## src/upfa_pkg.sv

```systemverilog
// ----------------------------------------------------------------------------
// upfa_pkg: payload frame assembler types and constants
// Field widths, status and packet-kind codes, and the beat/state structs.
// ----------------------------------------------------------------------------
package upfa_pkg;

    localparam int HEADER_BYTES      = 12;
    localparam int PAYLOAD_BYTES     = 2048;
    localparam int FRAME_BYTES_RESET = 640 * 480;

    localparam int HLEN_W  = 8;
    localparam int FLAGS_W = 8;
    localparam int PTS_W   = 32;
    localparam int PLEN_W  = 12;
    localparam int FILL_W  = 20;
    localparam int WLEN_W  = 11;
    localparam int ERRC_W  = 16;
    localparam int STAT_W  = 4;

    // header flag bit positions
    localparam int FLAG_FID = 0;
    localparam int FLAG_EOF = 1;
    localparam int FLAG_PTS = 2;
    localparam int FLAG_ERR = 6;

    typedef enum logic [STAT_W-1:0] {
        ST_START     = 4'd0,
        ST_APPEND    = 4'd1,
        ST_DONE      = 4'd2,
        ST_IGNORED   = 4'd3,
        ST_BADHDR    = 4'd4,
        ST_STREAMERR = 4'd5,
        ST_NOPTS     = 4'd6,
        ST_MISMATCH  = 4'd7,
        ST_OVERFLOW  = 4'd8
    } t_status;

    typedef enum logic [1:0] {
        K_DISCARD = 2'd0,
        K_FIRST   = 2'd1,
        K_INTER   = 2'd2,
        K_LAST    = 2'd3
    } t_kind;

    typedef struct packed {
        logic [HLEN_W-1:0]  header_length;
        logic [FLAGS_W-1:0] header_flags;
        logic [PTS_W-1:0]   pts;
        logic [PLEN_W-1:0]  payload_size;
    } t_item;

    typedef struct packed {
        t_status            status;
        logic               write_enable;
        logic [FILL_W-1:0]  write_offset;
        logic [WLEN_W-1:0]  write_len;
        logic               frame_done;
        logic [ERRC_W-1:0]  error_count;
    } t_result;

    typedef struct packed {
        logic [PTS_W-1:0]   prev_ts;
        logic               prev_fid;
        logic [FILL_W-1:0]  fill;
        t_kind              kind;
        logic [ERRC_W-1:0]  err_cnt;
    } t_state;

endpackage

```

## src/upfa_if.sv

```systemverilog
// ----------------------------------------------------------------------------
// upfa_if: channel interfaces of the payload frame assembler
// Payload descriptor in, assembly decision out, frame size config write.
// ----------------------------------------------------------------------------
interface upfa_in_if;
    import upfa_pkg::*;
    logic               valid;
    logic               ready;
    logic [HLEN_W-1:0]  header_length;
    logic [FLAGS_W-1:0] header_flags;
    logic [PTS_W-1:0]   pts;
    logic [PLEN_W-1:0]  payload_size;

    modport source (output valid, header_length, header_flags, pts, payload_size,
                    input ready);
    modport sink   (input valid, header_length, header_flags, pts, payload_size,
                    output ready);
endinterface

interface upfa_out_if;
    import upfa_pkg::*;
    logic               valid;
    logic               ready;
    logic [STAT_W-1:0]  status;
    logic               write_enable;
    logic [FILL_W-1:0]  write_offset;
    logic [WLEN_W-1:0]  write_len;
    logic               frame_done;
    logic [ERRC_W-1:0]  error_count;

    modport source (output valid, status, write_enable, write_offset, write_len,
                    frame_done, error_count, input ready);
    modport sink   (input valid, status, write_enable, write_offset, write_len,
                    frame_done, error_count, output ready);
endinterface

interface upfa_cfg_if;
    import upfa_pkg::*;
    logic              valid;
    logic              ready;
    logic [FILL_W-1:0] frame_bytes;

    modport source (output valid, frame_bytes, input ready);
    modport sink   (input valid, frame_bytes, output ready);
endinterface

```

## src/upfa_decide.sv

```systemverilog
// ----------------------------------------------------------------------------
// upfa_decide: per-payload header check and frame placement
// Combinational next-state and result for one registered descriptor.
// ----------------------------------------------------------------------------
module upfa_decide (
    input  upfa_pkg::t_item                  i_item,
    input  upfa_pkg::t_state                 i_state,
    input  logic [upfa_pkg::FILL_W-1:0]      i_frame_bytes,
    output upfa_pkg::t_state                 o_state,
    output upfa_pkg::t_result                o_result
);
    import upfa_pkg::*;

    logic [PLEN_W-1:0] len_sat;
    logic [WLEN_W-1:0] data_len;
    logic              hdr_bad;
    logic              new_frame;
    logic [FILL_W:0]   fill_sum;
    logic [FILL_W:0]   fb_ext;

    // oversized payloads clip to the max payload size
    assign len_sat  = (i_item.payload_size > PLEN_W'(PAYLOAD_BYTES))
                    ? PLEN_W'(PAYLOAD_BYTES) : i_item.payload_size;
    assign hdr_bad  = (i_item.header_length != HLEN_W'(HEADER_BYTES))
                   || (len_sat < PLEN_W'(HEADER_BYTES));
    assign data_len = WLEN_W'(len_sat - PLEN_W'(HEADER_BYTES));
    assign new_frame = (i_item.pts != i_state.prev_ts)
                    || (i_item.header_flags[FLAG_FID] != i_state.prev_fid);
    assign fill_sum = {1'b0, i_state.fill} + (FILL_W+1)'(data_len);
    assign fb_ext   = {1'b0, i_frame_bytes};

    always_comb begin
        o_state                 = i_state;
        o_result.status         = ST_IGNORED;
        o_result.write_enable   = 1'b0;
        o_result.write_offset   = '0;
        o_result.write_len      = '0;
        o_result.frame_done     = 1'b0;

        if (hdr_bad || i_item.header_flags[FLAG_ERR] || !i_item.header_flags[FLAG_PTS]) begin
            // error paths: drop an in-progress frame, keep fill
            if (hdr_bad) begin
                o_result.status = ST_BADHDR;
            end else if (i_item.header_flags[FLAG_ERR]) begin
                o_result.status = ST_STREAMERR;
                if (i_state.err_cnt != '1) begin
                    o_state.err_cnt = i_state.err_cnt + 1'b1;
                end
            end else begin
                o_result.status = ST_NOPTS;
            end
            if (i_state.kind inside {K_FIRST, K_INTER}) begin
                o_state.kind = K_DISCARD;
            end
        end else if (new_frame) begin
            o_state.prev_ts  = i_item.pts;
            o_state.prev_fid = i_item.header_flags[FLAG_FID];
            o_state.fill     = '0;
            o_state.kind     = K_FIRST;
            o_result.status  = ST_START;
            if (data_len != '0) begin
                if ((FILL_W+1)'(data_len) > fb_ext) begin
                    o_state.kind    = K_DISCARD;
                    o_result.status = ST_OVERFLOW;
                end else begin
                    o_result.write_enable = 1'b1;
                    o_result.write_len    = data_len;
                    o_state.fill          = FILL_W'(data_len);
                end
            end
        end else if (i_item.header_flags[FLAG_EOF]) begin
            o_state.prev_ts = '0;
            if (fill_sum != fb_ext) begin
                o_result.status = ST_MISMATCH;
                if (i_state.kind inside {K_FIRST, K_INTER}) begin
                    o_state.kind = K_DISCARD;
                end
            end else begin
                case (i_state.kind)
                    K_DISCARD: begin
                        // exact end seen while dropping: resync, no handoff
                        o_state.kind = K_LAST;
                        o_state.fill = '0;
                    end
                    K_LAST: begin
                        o_state.kind = K_LAST;
                    end
                    default: begin
                        o_result.status     = ST_DONE;
                        o_result.frame_done = 1'b1;
                        if (data_len != '0) begin
                            o_result.write_enable = 1'b1;
                            o_result.write_offset = i_state.fill;
                            o_result.write_len    = data_len;
                        end
                        o_state.kind = K_LAST;
                        o_state.fill = '0;
                    end
                endcase
            end
        end else begin
            if (!(i_state.kind inside {K_DISCARD, K_LAST})) begin
                o_result.status = ST_APPEND;
                o_state.kind    = K_INTER;
                if (data_len != '0) begin
                    if (fill_sum > fb_ext) begin
                        o_state.kind    = K_DISCARD;
                        o_state.fill    = '0;
                        o_result.status = ST_OVERFLOW;
                    end else begin
                        o_result.write_enable = 1'b1;
                        o_result.write_offset = i_state.fill;
                        o_result.write_len    = data_len;
                        o_state.fill          = fill_sum[FILL_W-1:0];
                    end
                end
            end
        end

        o_result.error_count = o_state.err_cnt;
    end

endmodule

```

## src/uvc_payload_frame_assembler_core.sv

```systemverilog
// ----------------------------------------------------------------------------
// uvc_payload_frame_assembler_core: payload header check and frame assembly
// Path: an accepted descriptor is held in the descriptor register, then its result beat in the result register.
// Throughput: 1 descriptor per cycle while results are taken; the stream state updates with each decision.
// Reset: synchronous, active low; frame size returns to 640x480 bytes, state
// clears to discard, ready is held low while reset is asserted.
// ----------------------------------------------------------------------------
module uvc_payload_frame_assembler_core (
    input  logic          i_clk,
    input  logic          i_rst_n,
    upfa_in_if.sink       i_item,
    upfa_cfg_if.sink      i_cfg,
    upfa_out_if.source    o_result
);
    import upfa_pkg::*;

    // descriptor register
    logic              r_in_valid;
    t_item             r_item;

    // stream state and frame size register
    t_state            r_state;
    t_state            n_state;
    logic [FILL_W-1:0] r_frame_bytes;

    // result register
    logic              r_out_valid;
    t_result           r_result;
    t_result           n_result;

    logic              out_adv;
    logic              in_take;
    logic              step;

    // Result register empties or drains this cycle -> descriptor can move on,
    // so the input side stalls only while a descriptor sits behind a stalled result.
    assign out_adv = !r_out_valid || o_result.ready;
    assign step    = r_in_valid && out_adv;

    assign i_item.ready = i_rst_n && (!r_in_valid || out_adv);
    assign in_take      = i_item.valid && i_item.ready;

    // user must write config only while idle (not enforced here); always ready out of reset
    assign i_cfg.ready = i_rst_n;

    always_ff @(posedge i_clk) begin
        if (!i_rst_n) begin
            r_frame_bytes <= FILL_W'(FRAME_BYTES_RESET);
        end else if (i_cfg.valid && i_cfg.ready) begin
            r_frame_bytes <= i_cfg.frame_bytes;
        end
    end

    // stage 1: capture the descriptor beat
    always_ff @(posedge i_clk) begin
        if (!i_rst_n) begin
            r_in_valid <= 1'b0;
        end else if (in_take) begin
            r_in_valid <= 1'b1;
        end else if (step) begin
            r_in_valid <= 1'b0;
        end
    end

    always_ff @(posedge i_clk) begin
        if (in_take) begin
            r_item.header_length <= i_item.header_length;
            r_item.header_flags  <= i_item.header_flags;
            r_item.pts           <= i_item.pts;
            r_item.payload_size  <= i_item.payload_size;
        end
    end

    // decision logic; state feeds straight back so each beat sees the last
    upfa_decide u_decide (
        .i_item        (r_item),
        .i_state       (r_state),
        .i_frame_bytes (r_frame_bytes),
        .o_state       (n_state),
        .o_result      (n_result)
    );

    // stage 2: commit state and result together
    always_ff @(posedge i_clk) begin
        if (!i_rst_n) begin
            r_state.prev_ts  <= '0;
            r_state.prev_fid <= 1'b0;
            r_state.fill     <= '0;
            r_state.kind     <= K_DISCARD;
            r_state.err_cnt  <= '0;
        end else if (step) begin
            r_state <= n_state;
        end
    end

    always_ff @(posedge i_clk) begin
        if (!i_rst_n) begin
            r_out_valid <= 1'b0;
        end else if (out_adv) begin
            r_out_valid <= r_in_valid;
        end
    end

    always_ff @(posedge i_clk) begin
        if (step) begin
            r_result <= n_result;
        end
    end

    assign o_result.valid        = r_out_valid;
    assign o_result.status       = r_result.status;
    assign o_result.write_enable = r_result.write_enable;
    assign o_result.write_offset = r_result.write_offset;
    assign o_result.write_len    = r_result.write_len;
    assign o_result.frame_done   = r_result.frame_done;
    assign o_result.error_count  = r_result.error_count;

endmodule

```

## src/flat_wrapper.sv

```systemverilog
// flat-port wrapper written by rule: the top's interface ports become plain ports
module uvc_payload_frame_assembler_core_flat import upfa_pkg::*;
  (i_clk, i_rst_n, i_item_valid, i_item_header_length, i_item_header_flags, i_item_pts, i_item_payload_size, i_item_ready, i_cfg_valid, i_cfg_frame_bytes, i_cfg_ready, o_result_valid, o_result_status, o_result_write_enable, o_result_write_offset, o_result_write_len, o_result_frame_done, o_result_error_count, o_result_ready);
  upfa_in_if i_item_i ();
  upfa_cfg_if i_cfg_i ();
  upfa_out_if o_result_i ();
  input  logic i_clk;
  input  logic i_rst_n;
  input wire logic [$bits(i_item_i.valid)-1:0] i_item_valid;
  input wire logic [$bits(i_item_i.header_length)-1:0] i_item_header_length;
  input wire logic [$bits(i_item_i.header_flags)-1:0] i_item_header_flags;
  input wire logic [$bits(i_item_i.pts)-1:0] i_item_pts;
  input wire logic [$bits(i_item_i.payload_size)-1:0] i_item_payload_size;
  output wire logic [$bits(i_item_i.ready)-1:0] i_item_ready;
  input wire logic [$bits(i_cfg_i.valid)-1:0] i_cfg_valid;
  input wire logic [$bits(i_cfg_i.frame_bytes)-1:0] i_cfg_frame_bytes;
  output wire logic [$bits(i_cfg_i.ready)-1:0] i_cfg_ready;
  output wire logic [$bits(o_result_i.valid)-1:0] o_result_valid;
  output wire logic [$bits(o_result_i.status)-1:0] o_result_status;
  output wire logic [$bits(o_result_i.write_enable)-1:0] o_result_write_enable;
  output wire logic [$bits(o_result_i.write_offset)-1:0] o_result_write_offset;
  output wire logic [$bits(o_result_i.write_len)-1:0] o_result_write_len;
  output wire logic [$bits(o_result_i.frame_done)-1:0] o_result_frame_done;
  output wire logic [$bits(o_result_i.error_count)-1:0] o_result_error_count;
  input wire logic [$bits(o_result_i.ready)-1:0] o_result_ready;
  assign i_item_i.valid = i_item_valid;
  assign i_item_i.header_length = i_item_header_length;
  assign i_item_i.header_flags = i_item_header_flags;
  assign i_item_i.pts = i_item_pts;
  assign i_item_i.payload_size = i_item_payload_size;
  assign i_item_ready = i_item_i.ready;
  assign i_cfg_i.valid = i_cfg_valid;
  assign i_cfg_i.frame_bytes = i_cfg_frame_bytes;
  assign i_cfg_ready = i_cfg_i.ready;
  assign o_result_valid = o_result_i.valid;
  assign o_result_status = o_result_i.status;
  assign o_result_write_enable = o_result_i.write_enable;
  assign o_result_write_offset = o_result_i.write_offset;
  assign o_result_write_len = o_result_i.write_len;
  assign o_result_frame_done = o_result_i.frame_done;
  assign o_result_error_count = o_result_i.error_count;
  assign o_result_i.ready = o_result_ready;
  uvc_payload_frame_assembler_core u_core (.i_clk(i_clk), .i_rst_n(i_rst_n), .i_item(i_item_i), .i_cfg(i_cfg_i), .o_result(o_result_i));
endmodule
```

## config.mk

```make
export PLATFORM = sky130hd
export DESIGN_NAME = uvc_payload_frame_assembler_core_flat
export DESIGN_NICKNAME = d
export VERILOG_FILES = /design/src/upfa_pkg.sv /design/src/upfa_if.sv /design/src/upfa_decide.sv /design/src/uvc_payload_frame_assembler_core.sv /design/src/flat_wrapper.sv
export SDC_FILE = /design/constraint.sdc
export NUM_CORES = 1
export LEC_CHECK = 0
export BUFFER_PORTS_ARGS = -buffer_cell sky130_fd_sc_hd__buf_4
export CORE_AREA = 2 2 131 133
export DETAILED_ROUTE_END_ITERATION = 8
export DIE_AREA = 0 0 133 135
export HOLD_SLACK_MARGIN = 0.02
export PLACE_DENSITY = 0.91
export SLEW_MARGIN = 15
export SYNTH_ARGS = -nofsm -noshare
export SYNTH_HDL_FRONTEND = slang
export SYNTH_SLANG_ARGS = --single-unit
export TNS_END_PERCENT = 30
```

## constraint.sdc

```tcl
create_clock -name i_clk -period 8.65 [get_ports i_clk]
set_input_delay 0.865 -clock i_clk [delete_from_list [all_inputs] [get_ports i_clk]]
set_output_delay 0.865 -clock i_clk [all_outputs]
set_load 0.01 [all_outputs]
```

# Yosys cells after proc, flatten, opt, wreduce, memory -nomap -nowiden
# Cells that the tools add are included.
[word_totals]
out_inout_bits = 56
wordCells = 112
mem_bits_rw = 0
mem_count = 0
latchBits = 0
ff_bits = 205
rom_bits = 0
[op_classes]
n_mux = 46
bitwise = 2
order_cmp = 4
addsub = 3
shift = 0
n_reduce_logical = 27
n_div = 0
multipliers = 0
eq_ne = 12
[ops]
columns = ["operator", "count"]
rows = [
  ["$mux 37", 4],
  ["$mux 32", 4],
  ["$mux 36", 3],
  ["$mux 22", 4],
  ["$mux 16", 4],
  ["$mux 20", 3],
  ["$mux 11", 4],
  ["$mux 34", 1],
  ["$mux 33", 1],
  ["$ne 32x32->1", 1],
  ["$add 20x11->21", 1],
  ["$gt 21x20->1", 1],
  ["$ne 21x20->1", 1],
  ["$gt 11x20->1", 1],
  ["$add 16x1->16 const B", 1],
  ["$mux 4", 4],
  ["$ne 16x16->1 const B", 1],
  ["$mux 13", 1],
  ["$gt 12x12->1 const B", 1],
  ["$lt 12x4->1 const B", 1],
  ["$mux 12", 1],
  ["$mux 2", 6],
  ["$reduce_bool 11->1", 1],
  ["$sub 11x4->11 const B", 1],
  ["21 further kinds", 43],
]

# Depth between registers and ports, before layout
# Gate-level depths: netlist of the first run.
[depth]
word_depth = 14
mapped_depth = 24
mapped_depth_nobuf = 21

# By module
# A second synthesis of the first run with hierarchy kept.
[hier_totals]
cells_unflattened = 1124
area_unflattened_um2 = 11410.9
[by_module_without_submodules]
columns = ["module", "area_each_um2", "instances", "cells_per_inst", "seq_area_each_um2"]
rows = [
  ["uvc_payload_frame_assembler_core", 7138.1, 1, 495, 5255.0],
  ["upfa_decide", 4272.8, 1, 629, 0.0],
]

# Worst setup path before layout of the first run
# Ideal clock, no wire load.
[synth_path]
kind = "register -> register"
from = "reg u_core.r_item[11] in the netlist's numbering"
to = "reg u_core.r_result (netlist bit u_core.o_result.write_offset[10]), data pin"
t_required_ns = 8.395
t_arrival_ns = 5.167
setup_time_ns = 0.255
path_stages_with_launch = 23
setup_slack_ns = 3.229
cell_sequence = "edfxtp_1 > clkbuf_1 > nor2b_1 > ha_1 > buf_2 > o31ai_1 > o22ai_1 > ha_1 > a21o_1 > nor3_1 > a211oi_1 > o211ai_1 > nor2_1 > xor2_1 > ha_1 > nand4_1 > or3_1 > a311oi_1 > nor4b_1 > o31a_1 > and4b_1 > clkbuf_1 > and2_1"
[synth_between]
elab_chain_cells = 12
elab_cells_between_ends = 23
classes_between = "add/sub (2); order compare (3); eq/ne (1); mux (12); reduce/logical (5)"
[synth_rtl]
columns = ["item", "line", "text"]
rows = [
  ["from (decl)", "uvc_payload_frame_assembler_core.sv:19", "t_item r_item;"],
  ["$gt 12x12->1", "upfa_decide.sv:22", "assign len_sat = (i_item.payload_size > PLEN_W'(PAYLOAD_BYTES))"],
  ["$mux 12 (*)", "upfa_decide.sv:23", "? PLEN_W'(PAYLOAD_BYTES) : i_item.payload_size;"],
  ["branches (longest 10 deep; another with $add 20x11->21)", "-", ""],
  ["to (signal assigned)", "uvc_payload_frame_assembler_core.sv:106", "r_result <= n_result;"],
  ["to (decl)", "uvc_payload_frame_assembler_core.sv:28", "t_result r_result;"],
]
# Every way passes the cells marked *. The select of a mux whose other input is x is not followed.
# A chain may end at the register's enable or synchronous reset.

# Worst setup path in the final report of the first run
[layout_path]
from = "reg u_core.r_item[11] in the netlist's numbering"
to = "reg u_core.r_result (netlist bit u_core.o_result.write_len[4]), data pin"
[layout_between]
elab_chain_cells = 13
elab_cells_between_ends = 26
classes_between = "add/sub (2); order compare (4); eq/ne (1); mux (15); reduce/logical (4)"
[layout_rtl]
columns = ["item", "line"]
rows = [
  ["$gt 12x12->1", "upfa_decide.sv:22"],
  ["$mux 12 (*)", "upfa_decide.sv:23"],
  ["branches (longest 11 deep; another with $add 20x11->21)", "-"],
]
# Marks and branches as above.

==> results.yml, run 1 <==
die:
  ioPinCount: 141
  chipHeight_um: 135
  core_area_mm2: 0.0164
  start_util_pct: 61.1
  fp-row-count: 47
  dieWidth_um: 133
  dieArea_mm2: 0.0180
pwr:
  power.density_mw_per_mm2: 172
  irDropWorstVdd_mv: 0.178
  totalPowerFinal_mw: 2.04
  p_leak_nw: 4.58
clock_tree:
  htree_levels: 1
  clock_latency_ns: 0.50
  clkSlewWorstSetupHoldPaths_ns: 0.06
  numCtsBuffers: 21
  cts_hold_buf: 0
  cts_setup_buffers: 0
  post_cts_resized: 0
  cts-root-buf: "clkbuf_16"
  tritoncts: "done"
  cts.path.max_buffers: 3
  cts.sinks: 202
yosys:
  synth-main-ff-cell: "edfxtp_1"
  yosys_warnings: 0
  synth_top_family_by_area: "simple AND/OR/NAND/NOR gates"
  synth-compound-area-share_pct: 13.9
  syn_area_mm2: 0.0100
  synth_edf_count: 109
  synthTopCellsByCount: "123 x nor2_1, 109 x edfxtp_1, 93 x dfxtp_1"
  async_reset_ff_share_pct: 0
  synth_seq_area_share_pct: 51.2
  synth_fa_ha_area_share_pct: 6.19
  synth_xor_area_share_pct: 6.02
  synth_top_area_share_pct: 32.6
  syn_nets: 1089
  yosysMostFrequentCell: "nor2_1"
  synthMuxAreaShare_pct: 2.44
  synth_top_area_cell: "edfxtp_1"
  synth_cell_type_count: 75
  synth_simple_gate_area_share_pct: 16.8
  synth_cells: 955
  synth.avg_cell_area_um2: 10.5
  synthTopCellsByArea: "edfxtp_1 33%, dfxtp_1 19%, ha_1 6.0%"
  yosys_register_bits: 202
run:
  maxCapViolCount: 0
finish:
  final_nets: 1217
  n_antenna_cell: 0
  drive_above_1_share_pct: 18.2
  multi_input_area_mm2: 0.00456
  fin_cells: 1318
  fillCellCount: 1097
  syn_to_final_growth_pct: 18.1
  seqCellArea_mm2: 0.00513
placement:
  dpl.hpwl_mm: 15.7
  port_buffers: 136
  dp_cells: 1280
  place_congestion: 0.933
setup_path:
  crit_path_cell_trace: "nor2b_1 -> ha_1 -> o31ai_1 -> o22ai_1 -> ha_1 -> a21o_1 -> nor3_1 -> a211oi_1 -> o211ai_1 -> nor2_1 -> xor2_1 -> ha_1 -> nand4_1 -> or3_1 -> a2111o_1 -> a21o_1 -> a21boi_0 -> nand4b_1 -> a21boi_0"
  required_ns: 8.97
  crit_slowest_cell: "nand4b_1"
  arrival_ns: 7.23
  critPathKind: "register to register"
  cp_max_fo: 18
  critPathLaunchType: "register"
  crit_path_frequent_cell: "ha_1"
  crit_path_max_incr_delay_ns: 0.74
  end_kind: "register"
timing:
  final.setup.tns_ns: 0
  setup_violations: 0
  worst_slew_pin_slew_ns: 0.999
  relSlewSlack_pct: 33.4
  fin_worst_skew_ns: 0.0168
  report.final.hold_viol_count: 0
  fmax_mhz: 145
  finalMaxSlewViolations: 0
  fin_crit_sh_pct: 79.9
  rsz0062_at_grt: "no"
  fin_crit_ns: 6.91
min_path:
  hold_path.class: "register to register"
drt:
  totalWireLength_mm: 22.7
  wl_per_cell_um: 17.2
  drtIter0Drc: 551
  vias: 7958
  antenna_left: 0
  drc: 0
  viasPerCell: 6.04
  drtPass1Iterations: 5
global_route:
  antenna_found_initial: 0
  grt.total_usage_pct: 24.9
  grt_pass1_vias: 7701
  grt-ovfl-total: 0
  use_met1_pct: 30.1
  grt_util_met3_pct: 5.03
  grt.busiest_layer: "met2"
  grt_pass1_wl_mm: 36.2
  use_met2_pct: 44.2
  grt_max_degree: 73
outcome:
  status: "complete, no violations"
cell usage in the layout (no fill, tap or decap), types with 6 or more instances in the layout:
cell,instances
clkbuf_16,21
nand4b_1,6
nor2b_1,17
inv_1,46
ha_1,48
edfxtp_1,109
nand2_1,52
dfxtp_1,93
a21o_1,7
nor2_1,122
xor2_1,43
nand4_1,14
a21boi_0,9
nor3_1,14
xnor2_1,26
a21oi_1,39
mux2i_1,20
o31ai_1,6
o21ai_0,29
and2_1,20
nor4_1,15
a22oi_1,33
o211ai_1,15
nand3_1,24
or3_1,6
clkbuf_1,11
buf_4,144
a31oi_1,11
state kept, by name (all words and copies together), names as in the netlist:
register and flops:
u_core.r_item 56, u_core.r_frame_bytes 20, u_core.r_in_valid 1, u_core.o_result.error_count 16, u_core.o_result.valid 1, u_core.o_result.write_offset 20
u_core.o_result.write_enable 1, u_core.o_result.write_len 11, u_core.r_state 71, u_core.o_result.frame_done 1, u_core.o_result.status 4
routing by layer:
layer / vias up / part of all wire, %
met2: 355 / 50
li1: 3739 / -
met3: 65 / 7.3
met1: 3799 / 40
met4: 0 / 3.0
met5: - / 0
cell families (layout without fill, tap and decap cells):
family | after synthesis | in the layout
multiplexers | 24 | 24
AND/OR/NAND/NOR | 327 | 327
XOR/XNOR | 69 | 69
buffers and inverters | 87 | 230
adder cells (fa/ha/maj) | 49 | 49
AO/OA/AOI/OAI | 197 | 197
flip-flops | 202 | 202
layout make-up:
| type | count | share of cell area (%) |
|---|---|---|
| Clock buffer | 34 | 5.02 |
| Clock inverter | 4 | 0.211 |
| Inverter | 48 | 1.52 |
| Multi-Input combinational cell | 666 | 38.5 |
| Sequential cell | 202 | 43.3 |
| Tap cell | 220 | 2.32 |
| Timing Repair Buffer | 144 | 9.12 |
power by group:
part | internal, mW | switching, mW
clock | 0.471 | 0.352
combinational | 0.0718 | 0.0834
sequential | 1.04 | 0.0179
stage by stage:
| step | cell area, um2 | hold slack [ns] | setup WS (ns) | util (%) |
|---|---|---|---|---|
| global placement | 11200 | 0.471 | 2.00 | 68.4 |
| floorplan | 10000 | 0.458 | 3.23 | - |
| global route | 11800 | 0.505 | 1.07 | 72.2 |
| detailed placement | 11200 | 0.481 | 1.87 | 68.4 |
| CTS | 11800 | 0.497 | 1.83 | 72.2 |
| finish | 11800 | 0.495 | 1.74 | 72.2 |
critical path: cells and delay by family, from the launching register on:
kind | cells | cell delay (ns)
DFF | 1 | 0.62
AOI/OAI and AO/OA | 9 | 2.88
xor gates and xnor gates | 1 | 0.17
adders and majority gates | 3 | 1.17
and+or+nand+nor | 6 | 1.89
path summary, 6_finish.rpt:
path / from / endpoint / slack (ns) / cells after the start
max: u_core.r_item[11] / u_core.o_result.write_len[4] / 1.74 / 19
min: u_core.r_frame_bytes[5] / u_core.r_frame_bytes[5] / 0.49 / 2
max reg2reg: u_core.r_item[11] / u_core.o_result.write_len[4] / 1.74 / 19
min reg2reg: u_core.r_frame_bytes[5] / u_core.r_frame_bytes[5] / 0.49 / 2
(Power assumes the default switching activity.)
==> run 2: changes to the inputs <==
--- a/config.mk
+++ b/config.mk
@@ -5,12 +5,13 @@
 export SDC_FILE = /design/constraint.sdc
 export NUM_CORES = 1
 export LEC_CHECK = 0
+export ABC_AREA = 1
 export BUFFER_PORTS_ARGS = -buffer_cell sky130_fd_sc_hd__buf_4
-export CORE_AREA = 2 2 131 133
+export CORE_AREA = 2 2 147 149
 export DETAILED_ROUTE_END_ITERATION = 8
-export DIE_AREA = 0 0 133 135
+export DIE_AREA = 0 0 149 151
 export HOLD_SLACK_MARGIN = 0.02
-export PLACE_DENSITY = 0.91
+export PLACE_DENSITY = 0.83
 export SLEW_MARGIN = 15
 export SYNTH_ARGS = -nofsm -noshare
 export SYNTH_HDL_FRONTEND = slang
==> constraint.sdc (replaced) <==
create_clock -name i_clk -period 6.3 [get_ports i_clk]
set_input_delay 0.63 -clock i_clk [delete_from_list [all_inputs] [get_ports i_clk]]
set_output_delay 0.63 -clock i_clk [all_outputs]
set_load 0.01 [all_outputs]
==> run 2 against run 1 <==
Highest routed layer unchanged. Die area grew 25%. Critical path type unchanged. Clock skew decreased by 0.0017 ns. Total power rose by 53%. Utilization shrank 9.8 points. Maximum frequency rose by 21%. Design area is 9.7% higher. Largest power group unchanged. Sequential cell count unchanged.
==> results.yml, run 2 <==
clock_tree:
  clkSlewWorstSetupHoldPaths_ns: 0.06
  clock_latency_ns: 0.53
  cts.sinks: 202
  cts-root-buf: "clkbuf_16"
  cts_hold_buf: 0
  numCtsBuffers: 23
  htree_levels: 1
  cts.path.max_buffers: 3
  tritoncts: "done"
pwr:
  power.density_mw_per_mm2: 240
  power.internal_mw: 2.36
  irDropWorstVdd_mv: 0.220
  p_clk_share_pct: 42.9
  combPwrFrac_pct: 9.9
  seqPwrFrac_pct: 47.2
  totalPowerFinal_mw: 3.11
  p_sw_share_pct: 24.3
  p_switching_mw: 0.756
  p_leak_nw: 5.55
timing:
  relSlewSlack_pct: 24.6
  finalMaxSlewViolations: 0
  whs_ns: 0.273
  fin_worst_skew_ns: 0.0151
  setup_violations: 0
  fin_crit_ns: 5.73
  report.final.hold_viol_count: 0
  fin_crit_sh_pct: 90.9
  worst_slew_pin_slew_ns: 1.13
  fmax_mhz: 175
setup_path:
  arrival_ns: 6.15
  end_kind: "register"
  cp_max_fo: 14
  crit_path_max_incr_delay_ns: 0.42
  critPathKind: "register to register"
  crit_path_frequent_cell: "nand2_1"
  required_ns: 6.72
  crit_slowest_cell: "edfxtp_1"
  critPathLaunchType: "register"
placement:
  port_buffers: 136
  dp_cells: 1699
  place_congestion: 0.939
  placed_cell_area_mm2: 0.0122
  dpl.hpwl_mm: 19.5
drt:
  wl_met2_mm: 13.2
  viasPerCell: 5.30
  vias: 9238
  top_layer_used: "met4"
  wl_per_cell_um: 15.3
  wl_met1_mm: 10.8
  antenna_left: 0
  drtIter0Drc: 510
  drtPass1Iterations: 7
  dr_wl_met3_mm: 1.78
  totalWireLength_mm: 26.8
  drc: 0
yosys:
  synth_seq_area_share_pct: 46.9
  synth_top_family_by_area: "simple AND/OR/NAND/NOR gates"
  yosys_warnings: 0
  synth_xor_area_share_pct: 4.72
  syn_nets: 1454
  synth_top_area_share_pct: 29.9
  synth_fa_ha_area_share_pct: 5.67
  synthTopCellsByArea: "edfxtp_1 30%, dfxtp_1 17%, nand2_1 9.5%"
  synthTopCellsByCount: "276 x nand2_1, 170 x inv_1, 151 x nor2_1"
  yosysMostFrequentCell: "nand2_1"
  synth-main-ff-cell: "edfxtp_1"
  async_reset_ff_share_pct: 0
  synth_simple_gate_area_share_pct: 25.6
  synth-compound-area-share_pct: 8.77
  synthMuxAreaShare_pct: 0
  synth.avg_cell_area_um2: 8.29
  yosys_register_bits: 202
  synth_cell_type_count: 48
  synth_edf_count: 109
  synth_top_area_cell: "edfxtp_1"
  syn_area_mm2: 0.0109
  synth_cells: 1320
die:
  dieWidth_um: 149
  start_util_pct: 52.6
  dieArea_mm2: 0.0225
  chipHeight_um: 151
  ioPinCount: 141
  fp-row-count: 53
  core_area_mm2: 0.0208
finish:
  fin_cells: 1744
  top_regs: "u_core.r_state x71, u_core.r_item x56"
  largest_register: "u_core.r_state"
  most-common-layout-cells: "274 x nand2_1, 169 x inv_1, 150 x nor2_1, 150 x buf_4, 109 x edfxtp_1"
  final_nets: 1586
  layout_commonest_cell: "nand2_1"
  drive_above_1_share_pct: 16.8
  largest_register_ffs: 71
  finish.utilization_pct: 62.4
  n_antenna_cell: 0
  syn_to_final_growth_pct: 18.7
  final_cell_area_mm2: 0.0130
global_route:
  grt_pass1_vias: 9147
  grt_max_degree: 72
  grt_pass1_wl_mm: 43.0
  antenna_found_initial: 0
  grt.total_usage_pct: 23.7
  grt-ovfl-total: 0
outcome:
  status: "complete, no violations"
run:
  maxCapViolCount: 0
min_path:
  hold_path.class: "input port to register"
-- run 2: cell count changes after synthesis, sizes merged, moves of 33 or more --
cell   change
inv      +130
o21ai     +36
nand4     +33
nand3     +41
nand2    +235
a22oi     -33
nor2      +38
a21oi     +46
-- run 2: final cells by class --
cell class,count,area (um2)
Multi-Input combinational cell,895,4930
Tap cell,275,344
Fill cell,1832,7830
Inverter,179,672
Timing Repair Buffer,151,1150
Sequential cell,202,5130
Clock buffer,32,672
Clock inverter,10,95.1
-- run 2: cells by family after synthesis --
| logic type | after synthesis |
|---|---|
| AO/OA/AOI/OAI | 177 |
| flip-flops | 202 |
| buffers and inverters | 223 |
| XOR/XNOR | 59 |
| AND/OR/NAND/NOR | 610 |
| adder cells (fa/ha/maj) | 49 |
-- run 2: critical path: cells and delay by family, from the launching register on --
| family | cells | cell delay, ns |
|---|---|---|
| DFF | 1 | 0.42 |
| and+or+nand+nor | 24 | 2.77 |
| AOI/OAI and AO/OA | 1 | 0.19 |
| adders and majority gates | 3 | 0.86 |
| buffers and inverters | 8 | 0.82 |
| xor gates and xnor gates | 2 | 0.56 |
-- run 2: what timing repair did --
| action | 4_1_cts | 5_1_grt |
|---|---|---|
| endpoints found under the hold margin | 0 | 0 |
| setup buffers | 0 | 3 |
| resized for setup | 0 | 4 |
| endpoints found under the setup margin | 0 | 51 |
-- run 2: path summary, 6_finish.rpt --
path	from	slack [ns]	depth (start not counted)	endpoint
setup / recovery	u_core.r_item[5]	0.57	38	u_core.r_state[20]
hold / removal	i_item_pts[11]	0.27	1	u_core.r_item[23]
setup reg to reg	u_core.r_item[5]	0.57	38	u_core.r_state[20]
hold reg to reg	u_core.r_state[50]	0.47	2	u_core.r_state[50]
-- run 2: stage by stage --
step,setup slack (ns),setup TNS [ns]
6_report,0.572,0
5_1_grt,-0.00993,-0.00993
4_1_cts,0.470,0
3_5_place_dp,0.528,0
3_3_place_gp,0.595,0
2_1_floorplan,1.48,0
-- run 2: power groups by stage --
stage	Sequential [mW]	Combinational [mW]	Clock, mW
final	1.47	0.309	1.33
after global routing	1.47	0.346	1.41
after CTS	1.47	0.307	1.36
after detailed placement	1.50	0.305	0
after global placement	1.49	0.295	0
after floorplan	1.50	0.179	0
-- run 2: routing by layer --
metal / GRT usage, % / vias up
met1: 29.0 / 4203
met4: 10.4 / 0
met5: 0 / -
li1: - / 4631
met2: 41.5 / 317
met3: 3.95 / 87
==> run 3: changes to the inputs <==
--- a/config.mk
+++ b/config.mk
@@ -7,11 +7,14 @@
 export LEC_CHECK = 0
 export ABC_AREA = 1
 export BUFFER_PORTS_ARGS = -buffer_cell sky130_fd_sc_hd__buf_4
-export CORE_AREA = 2 2 147 149
+export CELL_PAD_IN_SITES_DETAIL_PLACEMENT = 0
+export CELL_PAD_IN_SITES_GLOBAL_PLACEMENT = 2
+export CORE_AREA = 2 2 186 188
+export CTS_BUF_LIST = sky130_fd_sc_hd__clkbuf_8
 export DETAILED_ROUTE_END_ITERATION = 8
-export DIE_AREA = 0 0 149 151
+export DIE_AREA = 0 0 188 190
 export HOLD_SLACK_MARGIN = 0.02
-export PLACE_DENSITY = 0.83
+export PLACE_DENSITY = 0.85
 export SLEW_MARGIN = 15
 export SYNTH_ARGS = -nofsm -noshare
 export SYNTH_HDL_FRONTEND = slang
==> run 3 against run 2 <==
Non-clock buffer count up 2. Clock power about the same. Maximum frequency up 0.45%. Total power up 0.10%. Design area up 2.0%. Global-route usage down 7.1 points. Count of clock-buffer cells in the layout up 11. Sequential cell count unchanged. Sequential share of layout area down 0.78 points. First-iteration DRC count down 31%. Highest routed layer unchanged.
==> results.yml, run 3 (synthesized netlist as in run 2, its figures left out) <==
outcome:
  status: "complete, no violations"
setup_path:
  end_kind: "register"
  worstSetupStartpoint: "u_core.r_item[5]"
  rrSetupSlack_ns: 0.60
  crit_path_max_incr_delay_ns: 0.43
  reg2reg_to: "u_core.r_state[34]"
  r2r-start: "u_core.r_item[5]"
  critPathKind: "register to register"
  r2r_cells: 38
  critPathLaunchType: "register"
  cp_max_fo: 12
  arrival_ns: 6.13
  crit_path_frequent_cell: "nand2_1"
  crit_end: "u_core.r_state[34]"
  crit_slowest_cell: "edfxtp_1"
  required_ns: 6.73
clock_tree:
  htree_levels: 2
  clock_latency_ns: 0.56
  numCtsBuffers: 39
  tritoncts: "done"
  cts.sinks: 202
  clkSlewWorstSetupHoldPaths_ns: 0.06
  cts_hold_buf: 0
  post_cts_resized: 0
  cts.path.max_buffers: 3
  cts_setup_buffers: 0
  cts-root-buf: "clkbuf_8"
drt:
  vias: 8984
  dr_wl_met3_mm: 1.41
  wl_met1_mm: 13.1
  drtIter0Drc: 351
  top_layer_used: "met4"
  antenna_left: 0
  wl_per_cell_um: 15.2
  drc: 0
  viasPerCell: 4.60
  drtPass1Iterations: 5
  totalWireLength_mm: 29.7
  wl_met2_mm: 14.3
finish:
  n_antenna_cell: 0
  largest_register_ffs: 71
  layout_commonest_cell: "nand2_1"
  syn_to_final_growth_pct: 21.1
  largest_register: "u_core.r_state"
  most-common-layout-cells: "275 x nand2_1, 181 x inv_1, 152 x buf_4"
  finish.utilization_pct: 39.0
  final_nets: 1604
  top_regs: "u_core.r_state x71, u_core.r_item x56"
  drive_above_1_share_pct: 17.6
timing:
  worst_slew_pin_slew_ns: 1.10
  rsz0062_at_grt: "no"
  fin_crit_sh_pct: 90.5
  report.final.hold_viol_count: 0
  finalMaxSlewViolations: 0
  fmax_mhz: 175
  setup_violations: 0
  final.setup.tns_ns: 0
  relSlewSlack_pct: 26.2
  fin_crit_ns: 5.70
  fin_worst_skew_ns: 0.0272
global_route:
  antenna_found_initial: 0
  grt_pass1_wl_mm: 46.7
  grt_max_degree: 72
  grt-ovfl-total: 0
  grt.total_usage_pct: 16.7
  grt_pass1_vias: 8956
pwr:
  p_leak_nw: 5.63
  irDropWorstVdd_mv: 0.198
  power.density_mw_per_mm2: 235
  totalPowerFinal_mw: 3.11
min_path:
  hold_path.class: "input port to register"
die:
  chipHeight_um: 190
  dieWidth_um: 188
  dieArea_mm2: 0.0357
  start_util_pct: 32.2
  core_area_mm2: 0.0339
  fp-row-count: 68
  ioPinCount: 141
placement:
  place_congestion: 0.854
  port_buffers: 136
  dpl.hpwl_mm: 21.9
run:
  maxCapViolCount: 0
run 3: worst max-delay path: cells and delay by family (launching register included):
| family | cells | cell delay (ns) |
|---|---|---|
| xor gates and xnor gates | 2 | 0.61 |
| DFF | 1 | 0.43 |
| and+or+nand+nor | 25 | 2.68 |
| adders and majority gates | 3 | 0.84 |
| AOI/OAI and AO/OA | 1 | 0.27 |
| buffers and inverters | 7 | 0.75 |
run 3: per-stage QoR:
stage	instance area [um2]	hold slack (ns)	std cells	worst slack, ns
finish	13300	0.250	1955	0.597
global route	13300	0.200	1955	0.0281
CTS	13200	0.196	1955	0.451
detailed placement	12400	0.460	1884	0.496
global placement	12400	0.453	1884	0.640
floorplan	10900	0.444	1320	1.48
run 3: cell type report:
class	instances	area, um2
clock buffers	43	592
clock inverters	28	201
fillers	3501	20700
inverters	179	672
multi-input cells	895	4920
flip-flops and latches	202	5130
well taps	455	569
repair buffers	153	1160
run 3: routing by layer:
metal / global-route usage, % / up-vias
met5: 0 / -
li1: - / 4677
met4: 6.00 / 0
met2: 28.8 / 196
met3: 3.45 / 57
met1: 20.6 / 4054
run 3: where the power goes:
part | switching, mW | internal, mW
clock network | 0.579 | 0.753
logic | 0.189 | 0.122
registers | 0.0290 | 1.44
total | 0.797 | 2.32
run 3: worst min path at each step:
stage / start / end / slack, ns / cells past startpoint
final: i_item_header_length[0] / u_core.r_item[52] / 0.25 / 1
after global routing: i_item_header_length[0] / u_core.r_item[52] / 0.20 / 1
after CTS: i_item_header_length[1] / u_core.r_item[53] / 0.20 / 1
after floorplan: u_core.r_state[50] / u_core.r_state[50] / 0.44 / 2
after detailed placement: u_core.r_state[50] / u_core.r_state[50] / 0.46 / 2
after global placement: u_core.r_state[50] / u_core.r_state[50] / 0.45 / 2
